File: config.mk
export PLATFORM = sky130hd
export DESIGN_NAME = changed_value_report_filter_unit
export DESIGN_NICKNAME = d
export VERILOG_FILES = /design/src/design/cvrf_pkg.sv /design/src/design/cvrf_ctrl.sv /design/src/design/cvrf_dp.sv /design/src/design/changed_value_report_filter_unit.sv
export SDC_FILE = /design/constraint.sdc
export NUM_CORES = 1
export LEC_CHECK = 0
export BUFFER_PORTS_ARGS = -buffer_cell sky130_fd_sc_hd__clkbuf_2
export CAP_MARGIN = 40
export CORE_MARGIN = 4
export CORE_UTILIZATION = 52
export DETAILED_ROUTE_END_ITERATION = 10
export HOLD_SLACK_MARGIN = 0.15
export MAX_ROUTING_LAYER = met4
export PLACE_DENSITY = 0.7
export SLEW_MARGIN = 25
export SYNTH_ARGS = -nofsm -noshare
export SYNTH_HDL_FRONTEND = slang
export SYNTH_HIERARCHICAL = 1
export SYNTH_SLANG_ARGS = --single-unit
export TNS_END_PERCENT = 50
File: constraint.sdc
create_clock -name i_clk -period 7.3 [get_ports i_clk]
set_clock_uncertainty 0.2 [all_clocks]
set_input_delay 0.365 -clock i_clk [delete_from_list [all_inputs] [get_ports i_clk]]
set_output_delay 0.365 -clock i_clk [all_outputs]
set_load 0.01 [all_outputs]
File: src/design/cvrf_pkg.sv
// Package for the changed-value report filter.
// Holds the shared constants, the controller state type and the command/status structs.
// No dependencies.
`default_nettype none

package cvrf_pkg;

    localparam int unsigned SLOTS_DEFAULT = 8;
    localparam logic [31:0] REFRESH_RESET = 32'd60000;
    localparam logic [7:0]  STATUS_ID     = 8'd0;

    localparam int unsigned CFG_ADDR_W      = 3;
    localparam logic        CFG_IDX_REFRESH = 1'b0;

    typedef enum logic [1:0] {
        ST_IDLE,
        ST_SCAN,
        ST_DECIDE,
        ST_EMIT
    } t_state;

    typedef struct packed {
        logic load;
        logic scan_start;
        logic decide;
        logic emit;
    } t_cmd;

    typedef struct packed {
        logic scan_done;
        logic out_free;
    } t_status;

endpackage

`default_nettype wire

File: src/design/cvrf_ctrl.sv
// Controller state machine of the changed-value report filter.
// Sequences capture, table scan, decision and result hand-off; depends on cvrf_pkg.
`default_nettype none

module cvrf_ctrl (
    input  wire                    i_clk,
    input  wire                    i_rst_n,
    input  wire                    i_in_valid,
    input  wire cvrf_pkg::t_status i_status,
    output cvrf_pkg::t_cmd         o_cmd,
    output logic                   o_in_stall
);
    import cvrf_pkg::*;

    t_state r_state;
    t_state n_state;

    always_ff @(posedge i_clk) begin
        if (!i_rst_n) begin
            r_state <= ST_IDLE;
        end else begin
            r_state <= n_state;
        end
    end

    always_comb begin
        n_state = r_state;
        unique case (r_state)
            ST_IDLE: begin
                if (i_in_valid) begin
                    n_state = ST_SCAN;
                end
            end
            ST_SCAN: begin
                if (i_status.scan_done) begin
                    n_state = ST_DECIDE;
                end
            end
            ST_DECIDE: begin
                n_state = ST_EMIT;
            end
            ST_EMIT: begin
                if (i_status.out_free) begin
                    n_state = ST_IDLE;
                end
            end
            default: begin
                n_state = ST_IDLE;
            end
        endcase
    end

    always_comb begin
        o_cmd      = '0;
        o_in_stall = 1'b1;
        unique case (r_state)
            ST_IDLE: begin
                o_in_stall       = 1'b0;
                o_cmd.load       = i_in_valid;
                o_cmd.scan_start = i_in_valid;
            end
            ST_SCAN: begin
            end
            ST_DECIDE: begin
                o_cmd.decide = 1'b1;
            end
            ST_EMIT: begin
                o_cmd.emit = i_status.out_free;
            end
            default: begin
            end
        endcase
    end

endmodule

`default_nettype wire

File: src/design/cvrf_dp.sv
// Datapath of the changed-value report filter: value selection, slot table,
// pipelined scan, store decision and output register. Depends on cvrf_pkg.
`default_nettype none

module cvrf_dp #(
    parameter int unsigned SLOTS = cvrf_pkg::SLOTS_DEFAULT
) (
    input  wire                 i_clk,
    input  wire                 i_rst_n,
    input  wire cvrf_pkg::t_cmd i_cmd,
    output cvrf_pkg::t_status   o_status,
    input  wire [31:0]          i_refresh_interval_ms,
    input  wire [7:0]           i_message_id,
    input  wire                 i_is_write,
    input  wire [7:0]           i_request_high,
    input  wire [7:0]           i_request_low,
    input  wire [7:0]           i_answer_high,
    input  wire [7:0]           i_answer_low,
    input  wire [31:0]          i_now_ms,
    input  wire                 i_out_stall,
    output logic                o_out_valid,
    output logic                o_publish,
    output logic [7:0]          o_reported_id,
    output logic [15:0]         o_reported_value
);
    import cvrf_pkg::*;

    localparam int unsigned IDX_W = (SLOTS > 1) ? $clog2(SLOTS) : 1;

    logic [7:0]  r_mem_id    [SLOTS];
    logic [15:0] r_mem_value [SLOTS];
    logic [31:0] r_mem_time  [SLOTS];
    logic [SLOTS-1:0] r_slot_valid;

    logic [7:0]  r_in_id;
    logic [15:0] r_in_value;
    logic [31:0] r_in_now;
    logic [15:0] w_sel_value;

    logic [IDX_W-1:0] r_rd_idx;
    logic             r_rd_active;

    logic             r_s1_go;
    logic             r_s1_last;
    logic             r_s1_valid;
    logic [IDX_W-1:0] r_s1_idx;
    logic [7:0]       r_m_id;
    logic [15:0]      r_m_value;
    logic [31:0]      r_m_time;

    logic             r_s2_go;
    logic             r_s2_last;
    logic             r_s2_valid;
    logic [IDX_W-1:0] r_s2_idx;
    logic             r_s2_idm;
    logic             r_s2_eq;
    logic [31:0]      r_s2_age;

    logic             r_scan_done;
    logic             r_hit_found;
    logic             r_hit_eq;
    logic [31:0]      r_hit_age;
    logic             r_ch_found;
    logic [IDX_W-1:0] r_ch_idx;
    logic [31:0]      r_best_age;
    logic [IDX_W-1:0] r_best_idx;

    logic             w_qualifies;
    logic             w_suppress;
    logic [IDX_W-1:0] w_store_idx;

    logic             r_out_valid;
    logic             r_publish;

    always_comb begin
        if (i_message_id == STATUS_ID) begin
            w_sel_value = {i_request_high, i_answer_low};
        end else if (i_is_write) begin
            w_sel_value = {i_request_high, i_request_low};
        end else begin
            w_sel_value = {i_answer_high, i_answer_low};
        end
    end

    always_ff @(posedge i_clk) begin
        if (i_cmd.load) begin
            r_in_id    <= i_message_id;
            r_in_value <= w_sel_value;
            r_in_now   <= i_now_ms;
        end
    end

    assign w_qualifies = !r_s2_valid || r_s2_idm || (r_s2_age > i_refresh_interval_ms);
    assign w_suppress  = r_hit_found && r_hit_eq && (r_hit_age < i_refresh_interval_ms);
    assign w_store_idx = r_ch_found ? r_ch_idx : r_best_idx;

    always_ff @(posedge i_clk) begin
        if (!i_rst_n) begin
            r_rd_active  <= 1'b0;
            r_rd_idx     <= '0;
            r_s1_go      <= 1'b0;
            r_s2_go      <= 1'b0;
            r_scan_done  <= 1'b0;
            r_hit_found  <= 1'b0;
            r_ch_found   <= 1'b0;
            r_slot_valid <= '0;
            r_out_valid  <= 1'b0;
        end else begin
            if (i_cmd.scan_start) begin
                r_rd_active <= 1'b1;
                r_rd_idx    <= '0;
            end else if (r_rd_active) begin
                r_rd_idx <= r_rd_idx + IDX_W'(1);
                if (r_rd_idx == IDX_W'(SLOTS - 1)) begin
                    r_rd_active <= 1'b0;
                end
            end
            r_s1_go     <= r_rd_active;
            r_s2_go     <= r_s1_go;
            r_scan_done <= r_s2_go && r_s2_last;

            if (i_cmd.scan_start) begin
                r_hit_found <= 1'b0;
                r_ch_found  <= 1'b0;
            end else if (r_s2_go) begin
                if (!r_hit_found && r_s2_valid && r_s2_idm) begin
                    r_hit_found <= 1'b1;
                end
                if (!r_ch_found && w_qualifies) begin
                    r_ch_found <= 1'b1;
                end
            end

            if (i_cmd.decide && !w_suppress) begin
                r_slot_valid[w_store_idx] <= 1'b1;
            end

            if (i_cmd.emit) begin
                r_out_valid <= 1'b1;
            end else if (!i_out_stall) begin
                r_out_valid <= 1'b0;
            end
        end
    end

    always_ff @(posedge i_clk) begin
        r_m_id     <= r_mem_id[r_rd_idx];
        r_m_value  <= r_mem_value[r_rd_idx];
        r_m_time   <= r_mem_time[r_rd_idx];
        r_s1_valid <= r_slot_valid[r_rd_idx];
        r_s1_idx   <= r_rd_idx;
        r_s1_last  <= (r_rd_idx == IDX_W'(SLOTS - 1));

        if (i_cmd.decide && !w_suppress) begin
            r_mem_id[w_store_idx]    <= r_in_id;
            r_mem_value[w_store_idx] <= r_in_value;
            r_mem_time[w_store_idx]  <= r_in_now;
        end
    end

    always_ff @(posedge i_clk) begin
        r_s2_valid <= r_s1_valid;
        r_s2_idx   <= r_s1_idx;
        r_s2_last  <= r_s1_last;
        r_s2_idm   <= (r_m_id == r_in_id);
        r_s2_eq    <= (r_m_value == r_in_value);
        r_s2_age   <= r_in_now - r_m_time;

        if (i_cmd.scan_start) begin
            r_best_age <= '0;
            r_best_idx <= '0;
        end else if (r_s2_go) begin
            if (!r_hit_found && r_s2_valid && r_s2_idm) begin
                r_hit_eq  <= r_s2_eq;
                r_hit_age <= r_s2_age;
            end
            if (!r_ch_found) begin
                if (w_qualifies) begin
                    r_ch_idx <= r_s2_idx;
                end else if (r_s2_age > r_best_age) begin
                    r_best_age <= r_s2_age;
                    r_best_idx <= r_s2_idx;
                end
            end
        end

        if (i_cmd.decide) begin
            r_publish <= !w_suppress;
        end
        if (i_cmd.emit) begin
            o_publish        <= r_publish;
            o_reported_id    <= r_in_id;
            o_reported_value <= r_in_value;
        end
    end

    assign o_out_valid        = r_out_valid;
    assign o_status.scan_done = r_scan_done;
    assign o_status.out_free  = !r_out_valid || !i_out_stall;

endmodule

`default_nettype wire

File: src/design/changed_value_report_filter_unit.sv
// Changed-value report filter: top level with configuration register,
// controller and datapath. Depends on cvrf_pkg, cvrf_ctrl and cvrf_dp.
//
// Each input transaction carries one observed request/answer pair, its id and
// a millisecond timestamp. A 16-bit value is selected from it and looked up in
// a table of SLOTS entries. One output transaction follows for every input:
// publish is low when the id is known, the value unchanged and the refresh
// interval not yet elapsed. Published values are stored in the table.
// Both channels use valid/stall; a transaction passes when valid is high and
// stall is low. After acceptance the input is looked up by a scan that reads
// one table entry per cycle through a read, age and compare pipeline, then a
// store decision is made and the result is loaded into the output register.
// The input side is stalled until that load, so a new input is only accepted
// once the previous result has reached the output register.
// A finished result waits in the output register while the next input is
// accepted; a second result waits in the controller until the first is taken.
// Reset empties the table and sets the refresh interval to 60000 ms. The
// register at byte address 0 of the APB port holds the refresh interval.
`default_nettype none

module changed_value_report_filter_unit #(
    parameter int unsigned SLOTS = cvrf_pkg::SLOTS_DEFAULT
) (
    input  wire                            i_clk,
    input  wire                            i_rst_n,
    input  wire                            psel,
    input  wire                            penable,
    input  wire                            pwrite,
    input  wire [cvrf_pkg::CFG_ADDR_W-1:0] paddr,
    input  wire [31:0]                     pwdata,
    output logic [31:0]                    prdata,
    output logic                           pready,
    input  wire                            i_in_valid,
    output logic                           o_in_stall,
    input  wire [7:0]                      i_message_id,
    input  wire                            i_is_write,
    input  wire [7:0]                      i_request_high,
    input  wire [7:0]                      i_request_low,
    input  wire [7:0]                      i_answer_high,
    input  wire [7:0]                      i_answer_low,
    input  wire [31:0]                     i_now_ms,
    output logic                           o_out_valid,
    input  wire                            i_out_stall,
    output logic                           o_publish,
    output logic [7:0]                     o_reported_id,
    output logic [15:0]                    o_reported_value
);
    import cvrf_pkg::*;

    logic [31:0] r_refresh_interval_ms;
    t_cmd        w_cmd;
    t_status     w_status;

    assign pready = 1'b1;

    always_ff @(posedge i_clk) begin
        if (!i_rst_n) begin
            r_refresh_interval_ms <= REFRESH_RESET;
        end else if (psel && penable && pwrite && pready
                     && (paddr[CFG_ADDR_W-1] == CFG_IDX_REFRESH)) begin
            r_refresh_interval_ms <= pwdata;
        end
    end

    always_comb begin
        unique case (paddr[CFG_ADDR_W-1])
            CFG_IDX_REFRESH: prdata = r_refresh_interval_ms;
            default:         prdata = '0;
        endcase
    end

    cvrf_ctrl u_ctrl (
        .i_clk      (i_clk),
        .i_rst_n    (i_rst_n),
        .i_in_valid (i_in_valid),
        .i_status   (w_status),
        .o_cmd      (w_cmd),
        .o_in_stall (o_in_stall)
    );

    cvrf_dp #(
        .SLOTS (SLOTS)
    ) u_dp (
        .i_clk                 (i_clk),
        .i_rst_n               (i_rst_n),
        .i_cmd                 (w_cmd),
        .o_status              (w_status),
        .i_refresh_interval_ms (r_refresh_interval_ms),
        .i_message_id          (i_message_id),
        .i_is_write            (i_is_write),
        .i_request_high        (i_request_high),
        .i_request_low         (i_request_low),
        .i_answer_high         (i_answer_high),
        .i_answer_low          (i_answer_low),
        .i_now_ms              (i_now_ms),
        .i_out_stall           (i_out_stall),
        .o_out_valid           (o_out_valid),
        .o_publish             (o_publish),
        .o_reported_id         (o_reported_id),
        .o_reported_value      (o_reported_value)
    );

    a_cmd_exclusive: assert property (@(posedge i_clk) disable iff (!i_rst_n)
        $onehot0({w_cmd.load, w_cmd.decide, w_cmd.emit}))
        else $error("Controller issued more than one command in a cycle.");

    a_busy_after_accept: assert property (@(posedge i_clk) disable iff (!i_rst_n)
        (i_in_valid && !o_in_stall) |=> o_in_stall)
        else $error("Input accepted while the previous transaction was in progress.");

    a_emit_when_free: assert property (@(posedge i_clk) disable iff (!i_rst_n)
        w_cmd.emit |-> (!o_out_valid || !i_out_stall))
        else $error("Result loaded over an output transaction that was not taken.");

endmodule

`default_nettype wire

Word-level counts from Yosys, hierarchy flattened
Memories as Yosys holds them, arrays and structs flattened. A register that Yosys moved wholly into a read port is not among the register bits.
Cells that the tools add are included.
W data, S select, Z words.

word-level totals
  bits in registers = 249
  RAM bits = 448
  bits of input ports = 115
  output and inout port bits = 60
  memories kept = 3

operators by class
  $add $sub $neg = 2
  order comparisons = 6
  equal/unequal tests = 10
  muxes and demuxes = 23
  bitwise operators = 6
  reduce and logical (&&, ||, !) cells = 29

memory list
  memory            depth  width  rd ports  clocked after Yosys merged registers in  write ports  RTL line       source
  u_dp.r_mem_time   8      32     1         1                                        1            cvrf_dp.sv:32  logic [31:0] r_mem_time [SLOTS];
  u_dp.r_mem_value  8      16     1         1                                        1            cvrf_dp.sv:31  logic [15:0] r_mem_value [SLOTS];
  u_dp.r_mem_id     8      8      1         1                                        1            cvrf_dp.sv:30  logic [7:0] r_mem_id [SLOTS];

operators by type and width
  kind                   number
  $gt A32 B32 Y1         2
  $lt A32 B32 Y1         1
  $mux W16               2
  $mux W32               1
  $sub A32 B32 Y32       1
  $eq A16 B16 Y1         1
  $mux W1                12
  $logic_and A1 B1 Y1    11
  $eq A8 B8 Y1           1
  $logic_not A8 Y1       1
  $lt A3 B4 Y1 const B   2
  $mux W2                4
  $or A8 B8 Y8           1
  $pmux W2 S4            1
  $reduce_and A4 Y1      2
  $logic_not A1 Y1       6
  $ne A2 B1 Y1 const B   3
  $reduce_and A3 Y1      2
  $not A1 Y1             5
  $eq A2 B2 Y1 const B   2
  $reduce_and A2 Y1      2
  $add A3 B1 Y3 const B  1
  $bmux W1 S3            1
  $demux W1 S3           1
  other kinds (8)        10

Depth between registers and ports, before layout
Gate-level depths: netlist of the first run.

  depth after elaboration = 6
  mapped depth = 13

Modules after synthesis
Netlist of the first run, hierarchy kept.

by module, submodules not included
  module                            times used  cells an instance  area each (sq um)
  cvrf_dp                           1           1667               28831.4
  changed_value_report_filter_unit  1           177                1572.8
  cvrf_ctrl                         1           23                 188.9

Worst setup path before layout of the first run
OpenSTA, ideal clock, no wires.

  path kind = reg-to-reg
  start = reg u_ctrl.r_state[0]
  end = reg u_dp.r_hit_age[0], enable pin
  setup time = 0.465 ns
  arrival time = 3.273 ns
  required time = 6.635 ns
  setup slack = 3.363 ns
  stages on the path, launching flop included = 7
  buffers on the path = 0
  cell sequence = dfxtp_1 -> inv_1 -> ha_1 -> inv_1 -> nor2_1 -> nand2b_1 -> nor3_1

RTL lines
  element                 RTL line         source
  start, declared         cvrf_ctrl.sv:15  t_state r_state;
  start signal, assigned  cvrf_ctrl.sv:22  r_state <= n_state;
  end signal, assigned    cvrf_dp.sv:175   r_hit_age <= r_s2_age;
  end, declared           cvrf_dp.sv:62    logic [31:0] r_hit_age;

Worst setup path in the final report of the first run
  start = reg r_refresh_interval_ms[30]
  end = mem u_dp.r_mem_time[7][7], enable pin

between the ends
  word-level cells in the longest chain between the ends = 6

ends and longest elaborated chain
  element                        RTL line                                source
  start, declared                changed_value_report_filter_unit.sv:50  logic [31:0] r_refresh_interval_ms;
  start signal, assigned         changed_value_report_filter_unit.sv:61  r_refresh_interval_ms <= pwdata;
  $lt A32 B32 Y1                 cvrf_dp.sv:94                           assign w_suppress = r_hit_found && r_hit_eq && (r_hit_age < i_refresh_interval_ms);
  $logic_and A1 B1 Y1            cvrf_dp.sv:94
  $logic_not A1 Y1               cvrf_dp.sv:154                          if (i_cmd.decide && !w_suppress) begin
  $logic_and A1 B1 Y1            cvrf_dp.sv:154
  $mux W1                        cvrf_dp.sv:154
  $mux W1 (implied by the code)  cvrf_dp.sv:157                          r_mem_time[w_store_idx] <= r_in_now;
  end, declared                  cvrf_dp.sv:32

Every way passes these cells.

==> results.ini, run 1 <==
[floorplan]
dieArea_mm2=0.0628
die_h_um=251
core_area_mm2=0.0579
ioPinCount=175
fp-row-count=88
start_util_pct=52.8
die_w_um=251

[synthesis]
synth_edf_count=566
synth_ff_type=edfxtp_1
synth_cells=1867
avgSynthCellArea_um2=16.4
ys_seq_area_share_pct=67.8
synth-async-reset-ratio_pct=0
synth_seq_cells=753
syn_nets=2116
yosysWarnings=6
ys_types=69
synthesis.area_mm2=0.0306

[layout]
antenna_cells=0
layout-drive-gt1-share_pct=23.5
utilization_pct=62.7
nNetsFinal=2447
fin_cells=3027
layout-area-overhead-vs-synth_pct=18.7

[sta]
setup_viol=0
max_freq_ghz=0.255
finalHoldViolCount=0
min_period_ns=3.92
rsz0062_at_grt=no
worst_pin_slew_ns=0.857
final_max_slew_viol_count=0
max_slew_margin_pct=42.3
tns_ns=0
holdWs_ns=0.147
timing.final.crit_share_pct=53.7

[clock_network]
htree_num_levels=3
cts_setup_buffers=0
cts_tree=done
clock-sinks=753
cts-root-buf=clkbuf_16
clk_latency_ns=0.61
clk_path_buf_depth=3
path_clk_slew_ns=0.06
cts_buffers=78

[pwr]
power_density_mw_per_mm2=326
p_leak_uw=0.0132
total_power_uw=11800
ir_drop_mv=0.210

[global_routing]
grt_util_all_layers_pct=19.9
antenna_found_initial=1
grt_pass1_wl_um=95900
first_global_vias=17100
grt_start_max_net_pins=85
gr-total-overflow=0

[routing]
routed-via-count=16600
drc=0
avgViaCountPerCell=5.50
routed_wl_um=61000
dr.pass1.iters=5
dr.first_iter.drc_count=1205
routedWlPerCell_um=20.2
ant_nets=0

[worst_setup_path]
critical-path-max-stage-delay_ns=0.45
cp.required_ns=7.34
critical_path_buf_inv_count=4
crit_fanout=26
critPathTopFamily=buffers and inverters
cpMaxStageDelayCell=buf_4
crit_arrival_ns=3.96
crit_chain=inv_1 -> ha_1 -> nand3_1 -> nor3_1 -> o2111ai_1 -> a21o_1 -> o21ai_1 -> buf_4 -> and3_2 -> buf_12 -> buf_4
worstSetupPathType=flip-flop to flip-flop
critPathCaptureType=flip-flop
cp-start-kind=flip-flop
crit_path_frequent_cell=buf_4

[place]
post-place-cells=2765
io_buffers=171
dp_hpwl_um=36500
place_congestion=0.761

[worst_hold_path]
hold_path_class=flip-flop to flip-flop

[run]
drv_cap=0

[run_status]
outcome=completed

[timing repair]
item                       in CTS  in global routing
resized for setup               0                  0
setup endpoints to repair       0                  0
hold buffers                  110                  0
hold endpoints to repair      113                  0
[Yosys cell counts, types with 4 or more instances]
master / count / area share, %
and2_1: 5 / 0.10
a21oi_1: 50 / 0.82
inv_1: 115 / 1.4
o21a_1: 11 / 0.27
clkbuf_1: 36 / 0.44
edfxtp_1: 566 / 56
mux2_2: 74 / 2.7
a31oi_1: 5 / 0.10
and3_1: 15 / 0.31
ha_1: 133 / 5.4
mux2i_1: 72 / 2.4
a32o_1: 9 / 0.29
dfxtp_1: 187 / 12
a21o_1: 46 / 1.1
nand2_1: 76 / 0.93
nor2_1: 71 / 0.87
nor4_1: 6 / 0.12
o211ai_1: 5 / 0.12
xnor2_1: 42 / 1.2
a211oi_1: 5 / 0.12
nand2b_1: 13 / 0.27
mux4_2: 114 / 8.4
nand3_1: 14 / 0.23
buf_2: 5 / 0.082
xor2_1: 6 / 0.17
buf_1: 11 / 0.13
buf_6: 4 / 0.15
o21ai_0: 28 / 0.46
nor3_1: 7 / 0.11
nor2b_1: 58 / 1.2
nand4_1: 24 / 0.49
[path summary, 6_finish.rpt]
kind	startpoint	to	slack, ns	cells after the start
worst max-delay path	r_refresh_interval_ms[30]	u_dp/r_mem_time[7][7]	3.38	11
worst min-delay path	u_dp/r_s1_idx[0]	u_dp/r_s2_idx[0]	0.15	0
worst max register to register	r_refresh_interval_ms[30]	u_dp/r_mem_time[7][7]	3.38	11
worst min register to register	u_dp/r_s1_idx[0]	u_dp/r_s2_idx[0]	0.15	0
[where the power goes]
part           total [uW]  switching (uW)  internal [uW]
combinational        2240            1150           1090
clock                3990            1610           2380
sequential           5620             402           5210
[placed cells by master, fill, tap and decap left out, drive strengths merged, types with 6 or more instances in the layout]
cell type,instances
nand4,24
a32o,9
nand3,14
dfxtp,187
dlygate4sd3,110
inv,119
o21ai,31
mux2,74
clkinv,17
a21oi,51
clkbuf,288
nor3,8
ha,133
a21o,46
mux2i,72
and3,15
edfxtp,566
xor2,6
a31oi,6
buf,32
nor2b,59
nor2,71
mux4,114
nand2b,13
xnor2,42
nand2,76
nor4,6
o21a,11
[kinds of logic (layout without fill, tap and decap cells)]
group | Yosys count | count (layout) | share of synthesized area [%]
buf+inv | 177 | 572 | 2.49
simple gates | 304 | 304 | 5.07
flops | 753 | 753 | 67.8
other cells | 1 | 1 | 0.0123
compound gates | 190 | 190 | 4.29
mux | 260 | 260 | 13.5
fa+ha+maj | 134 | 134 | 5.50
xor+xnor | 48 | 48 | 1.37
[metrics by stage]
step,setup slack (ns),area (um2)
6_report,3.38,36300
3_5_place_dp,3.05,32400
4_1_cts,3.00,36100
3_3_place_gp,2.69,32200
2_1_floorplan,3.36,30600
5_1_grt,3.09,36300
[state kept, by name, indices dropped and copies added, names as in the netlist, 32 cells and up]
| signal | cells |
|---|---|
| u_dp/r_hit_age | 32 |
| u_dp/r_mem_value | 128 |
| u_dp/r_s2_age | 32 |
| u_dp/r_best_age | 32 |
| u_dp/r_m_time | 32 |
| u_dp/r_in_now | 32 |
| u_dp/r_mem_time | 256 |
| u_dp/r_mem_id | 64 |
| r_refresh_interval_ms | 32 |
[metal layers]
metal	vias up	part of all wire [%]	track usage [%]
met5	-	0	-
met4	0	2.0	4.68
met3	87	5.3	3.49
met2	475	48	31.6
met1	8314	45	27.3
li1	7765	-	-
[area by class of cell]
type                       instances  area (um2)
fill                            4153       21600
multi-input combinational        937        9120
timing repair buffer             313        2420
clock inverter                    27         329
inverter                         115         432
clock buffer                     117        2300
tap                              765         957
sequential                       753       20700
Note: power is estimated with default switching activity, not from simulation.
==> inputs of run 2 (changes only) <==
Clock period 7.3 ns to 3.95 ns, I/O delays scaled along.
==> results.ini, run 2 (synthesis gave the netlist of run 1 again) <==
[floorplan]
start_util_pct=52.8  ; unchanged
dieArea_mm2=0.0628  ; unchanged
ioPinCount=175  ; unchanged
core_area_mm2=0.0579  ; unchanged
fp-row-count=88  ; unchanged
die_w_um=251  ; unchanged
die_h_um=251  ; unchanged

[layout]
reg_top3=u_dp/r_mem_time x256, u_dp/r_mem_value x128, u_dp/r_mem_id x64
largest_reg_flops=256  ; unchanged
layout-area-overhead-vs-synth_pct=20.9
fill_cells=4065  ; -2.1%
finalInstanceArea_mm2=0.0370  ; +1.9%
layout-drive-gt1-share_pct=22.8  ; -0.67 points
fin_cells=3102  ; +2.5%
final_cell_mix=566 x edfxtp_1, 184 x dlygate4sd3_1, 184 x dfxtp_1
regArea_mm2=0.0208  ; about the same
largest-register=u_dp/r_mem_time
nNetsFinal=2521  ; +3.0%
multi_input_area_mm2=0.00912  ; unchanged
antenna_cells=0  ; unchanged
layout_commonest_cell=edfxtp_1

[clock_network]
htree_num_levels=3  ; unchanged
clk_latency_ns=0.62  ; about the same
clock-sinks=753  ; unchanged
cts_setup_buffers=0  ; unchanged
cts_tree=done
clk_path_buf_depth=3  ; unchanged
path_clk_slew_ns=0.06  ; about the same
cts-root-buf=clkbuf_16
cts_buffers=77  ; -1.3%

[pwr]
p_leak_uw=0.0135  ; +2.0%
power_density_mw_per_mm2=590  ; +81%
p_comb_share_pct=18.9  ; about the same
clkPwrFrac_pct=33.4  ; -0.3 points
p_int_uw=15900  ; +84%
switchingPower_uw=5890  ; +86%
p_sw_share_pct=27.0  ; +0.24 points
seqPwrFrac_pct=47.7  ; +0.3 points
total_power_uw=21800  ; +84%
ir_drop_mv=0.405  ; +93%

[global_routing]
grt_start_max_net_pins=56  ; -34%
first_global_vias=17800  ; +4.1%
gr-total-overflow=0  ; unchanged
antenna_found_initial=0  ; -1
grt_util_all_layers_pct=20.5  ; +0.61 points
grt_pass1_wl_um=98700  ; +2.9%

[place]
io_buffers=171  ; unchanged
post-place-cells=2773  ; +0.29%
post_dp_cell_area_mm2=0.0326  ; +0.42%
dp_hpwl_um=36400  ; -0.40%
place_congestion=0.794  ; +4.2%
dp_worst_setup_slack_ns=0.459  ; -2.59 ns

[routing]
routedWlPerCell_um=20.3  ; +0.53%
dr.pass1.iters=6  ; +1
ant_nets=0  ; unchanged
routed_wl_um=62900  ; +3.0%
drc=0  ; unchanged
avgViaCountPerCell=5.47  ; -0.41%
routed-via-count=17000  ; +2.1%
dr.first_iter.drc_count=1335  ; +11%

[worst_setup_path]
critPathCaptureType=flip-flop
cp-start-kind=flip-flop
worstSetupPathType=flip-flop to flip-flop
cp.required_ns=4.24  ; -3.10 ns
crit_fanout=9  ; -65%
crit_arrival_ns=3.75  ; -0.21 ns

[sta]
max_slew_margin_pct=43.2  ; +0.89 points
timing.final.crit_share_pct=87.7  ; +34 points
finalHoldViolCount=0  ; unchanged
worst_slack_ns=0.485  ; -2.90 ns
max_freq_ghz=0.289  ; +13%
min_period_ns=3.46  ; -0.453 ns
final_max_slew_viol_count=0  ; unchanged
setup_viol=0  ; unchanged
worst_pin_slew_ns=0.852  ; -0.00547 ns
rsz0062_at_grt=no
tns_ns=0  ; unchanged

[run_status]
outcome=completed

[run]
drv_cap=0  ; unchanged

[worst_hold_path]
hold_path_class=input pin to flip-flop

## run 2: cell count changes in the layout (fill, tap and decap cells not counted), moves of 3 or more
| cell | before | now |
|---|---|---|
| bufinv_16 | 5 | 8 |
| buf_16 | 5 | 1 |
| clkbuf_16 | 84 | 77 |
| dlygate4sd3_1 | 110 | 184 |
| buf_12 | 10 | 14 |
| clkbuf_8 | 7 | 4 |
## run 2: worst max-delay path: stages, from the launching register on
cell and delay, ns:
edfxtp_1 0.48, inv_1 0.08, ha_1 0.23, fa_1 0.45
nor2b_4 0.15, o2111ai_2 0.14, a31oi_2 0.27, o21ai_2 0.13
a2111oi_4 0.34, buf_4 0.21, o221ai_2 0.12, a21o_1 0.19
a311o_1 0.34
## run 2: repair_timing
item	4_1_cts	5_1_grt
endpoints found under the hold margin	114	0
hold buffers	184	0
resized for setup	0	0
## run 2: power by group through the flow
| stage | combinational (uW) | clock, uW | sequential (uW) |
|---|---|---|---|
| 2_1_floorplan | 3020 | 0 | 10200 |
| 3_3_place_gp | 3840 | 0 | 10500 |
| 5_1_grt | 4580 | 7840 | 10500 |
| 6_report | 4120 | 7310 | 10400 |
| 3_5_place_dp | 3950 | 0 | 10600 |
| 4_1_cts | 4130 | 7470 | 10400 |
## run 2: path summary, 6_finish.rpt
kind / from / to / slack (ns) / cells after the start
setup / recovery: u_dp/r_in_now[0] / u_dp/r_s2_age[20] / 0.49 / 12
hold / removal: pwdata[25] / r_refresh_interval_ms[25] / 0.19 / 4
hold reg to reg: u_dp/r_s2_idx[1] / u_dp/r_ch_idx[1] / 0.23 / 0
setup reg to reg: u_dp/r_in_now[0] / u_dp/r_s2_age[20] / 0.49 / 12
## run 2: cell type report
cell class / instances / share of cell area, %
multi-input combinational: 937 / 24.7
inverter: 115 / 1.17
clock inverter: 35 / 1.36
sequential: 753 / 56.1
timing repair buffer: 388 / 8.48
tap: 765 / 2.59
clock buffer: 109 / 5.65
## run 2: layer usage
metal | global-route usage (%) | share of wire [%]
met3 | 3.74 | 5.4
met5 | - | 0
met1 | 27.3 | 44
met2 | 33.5 | 49
met4 | 4.69 | 1.8
## run 2: per-stage QoR
step	util, %	hold slack, ns
finish	63.9	0.189
global route	63.9	0.185
CTS	63.9	0.151
detailed placement	56.2	0.112
global placement	56.1	0.111
floorplan	-	0.0964
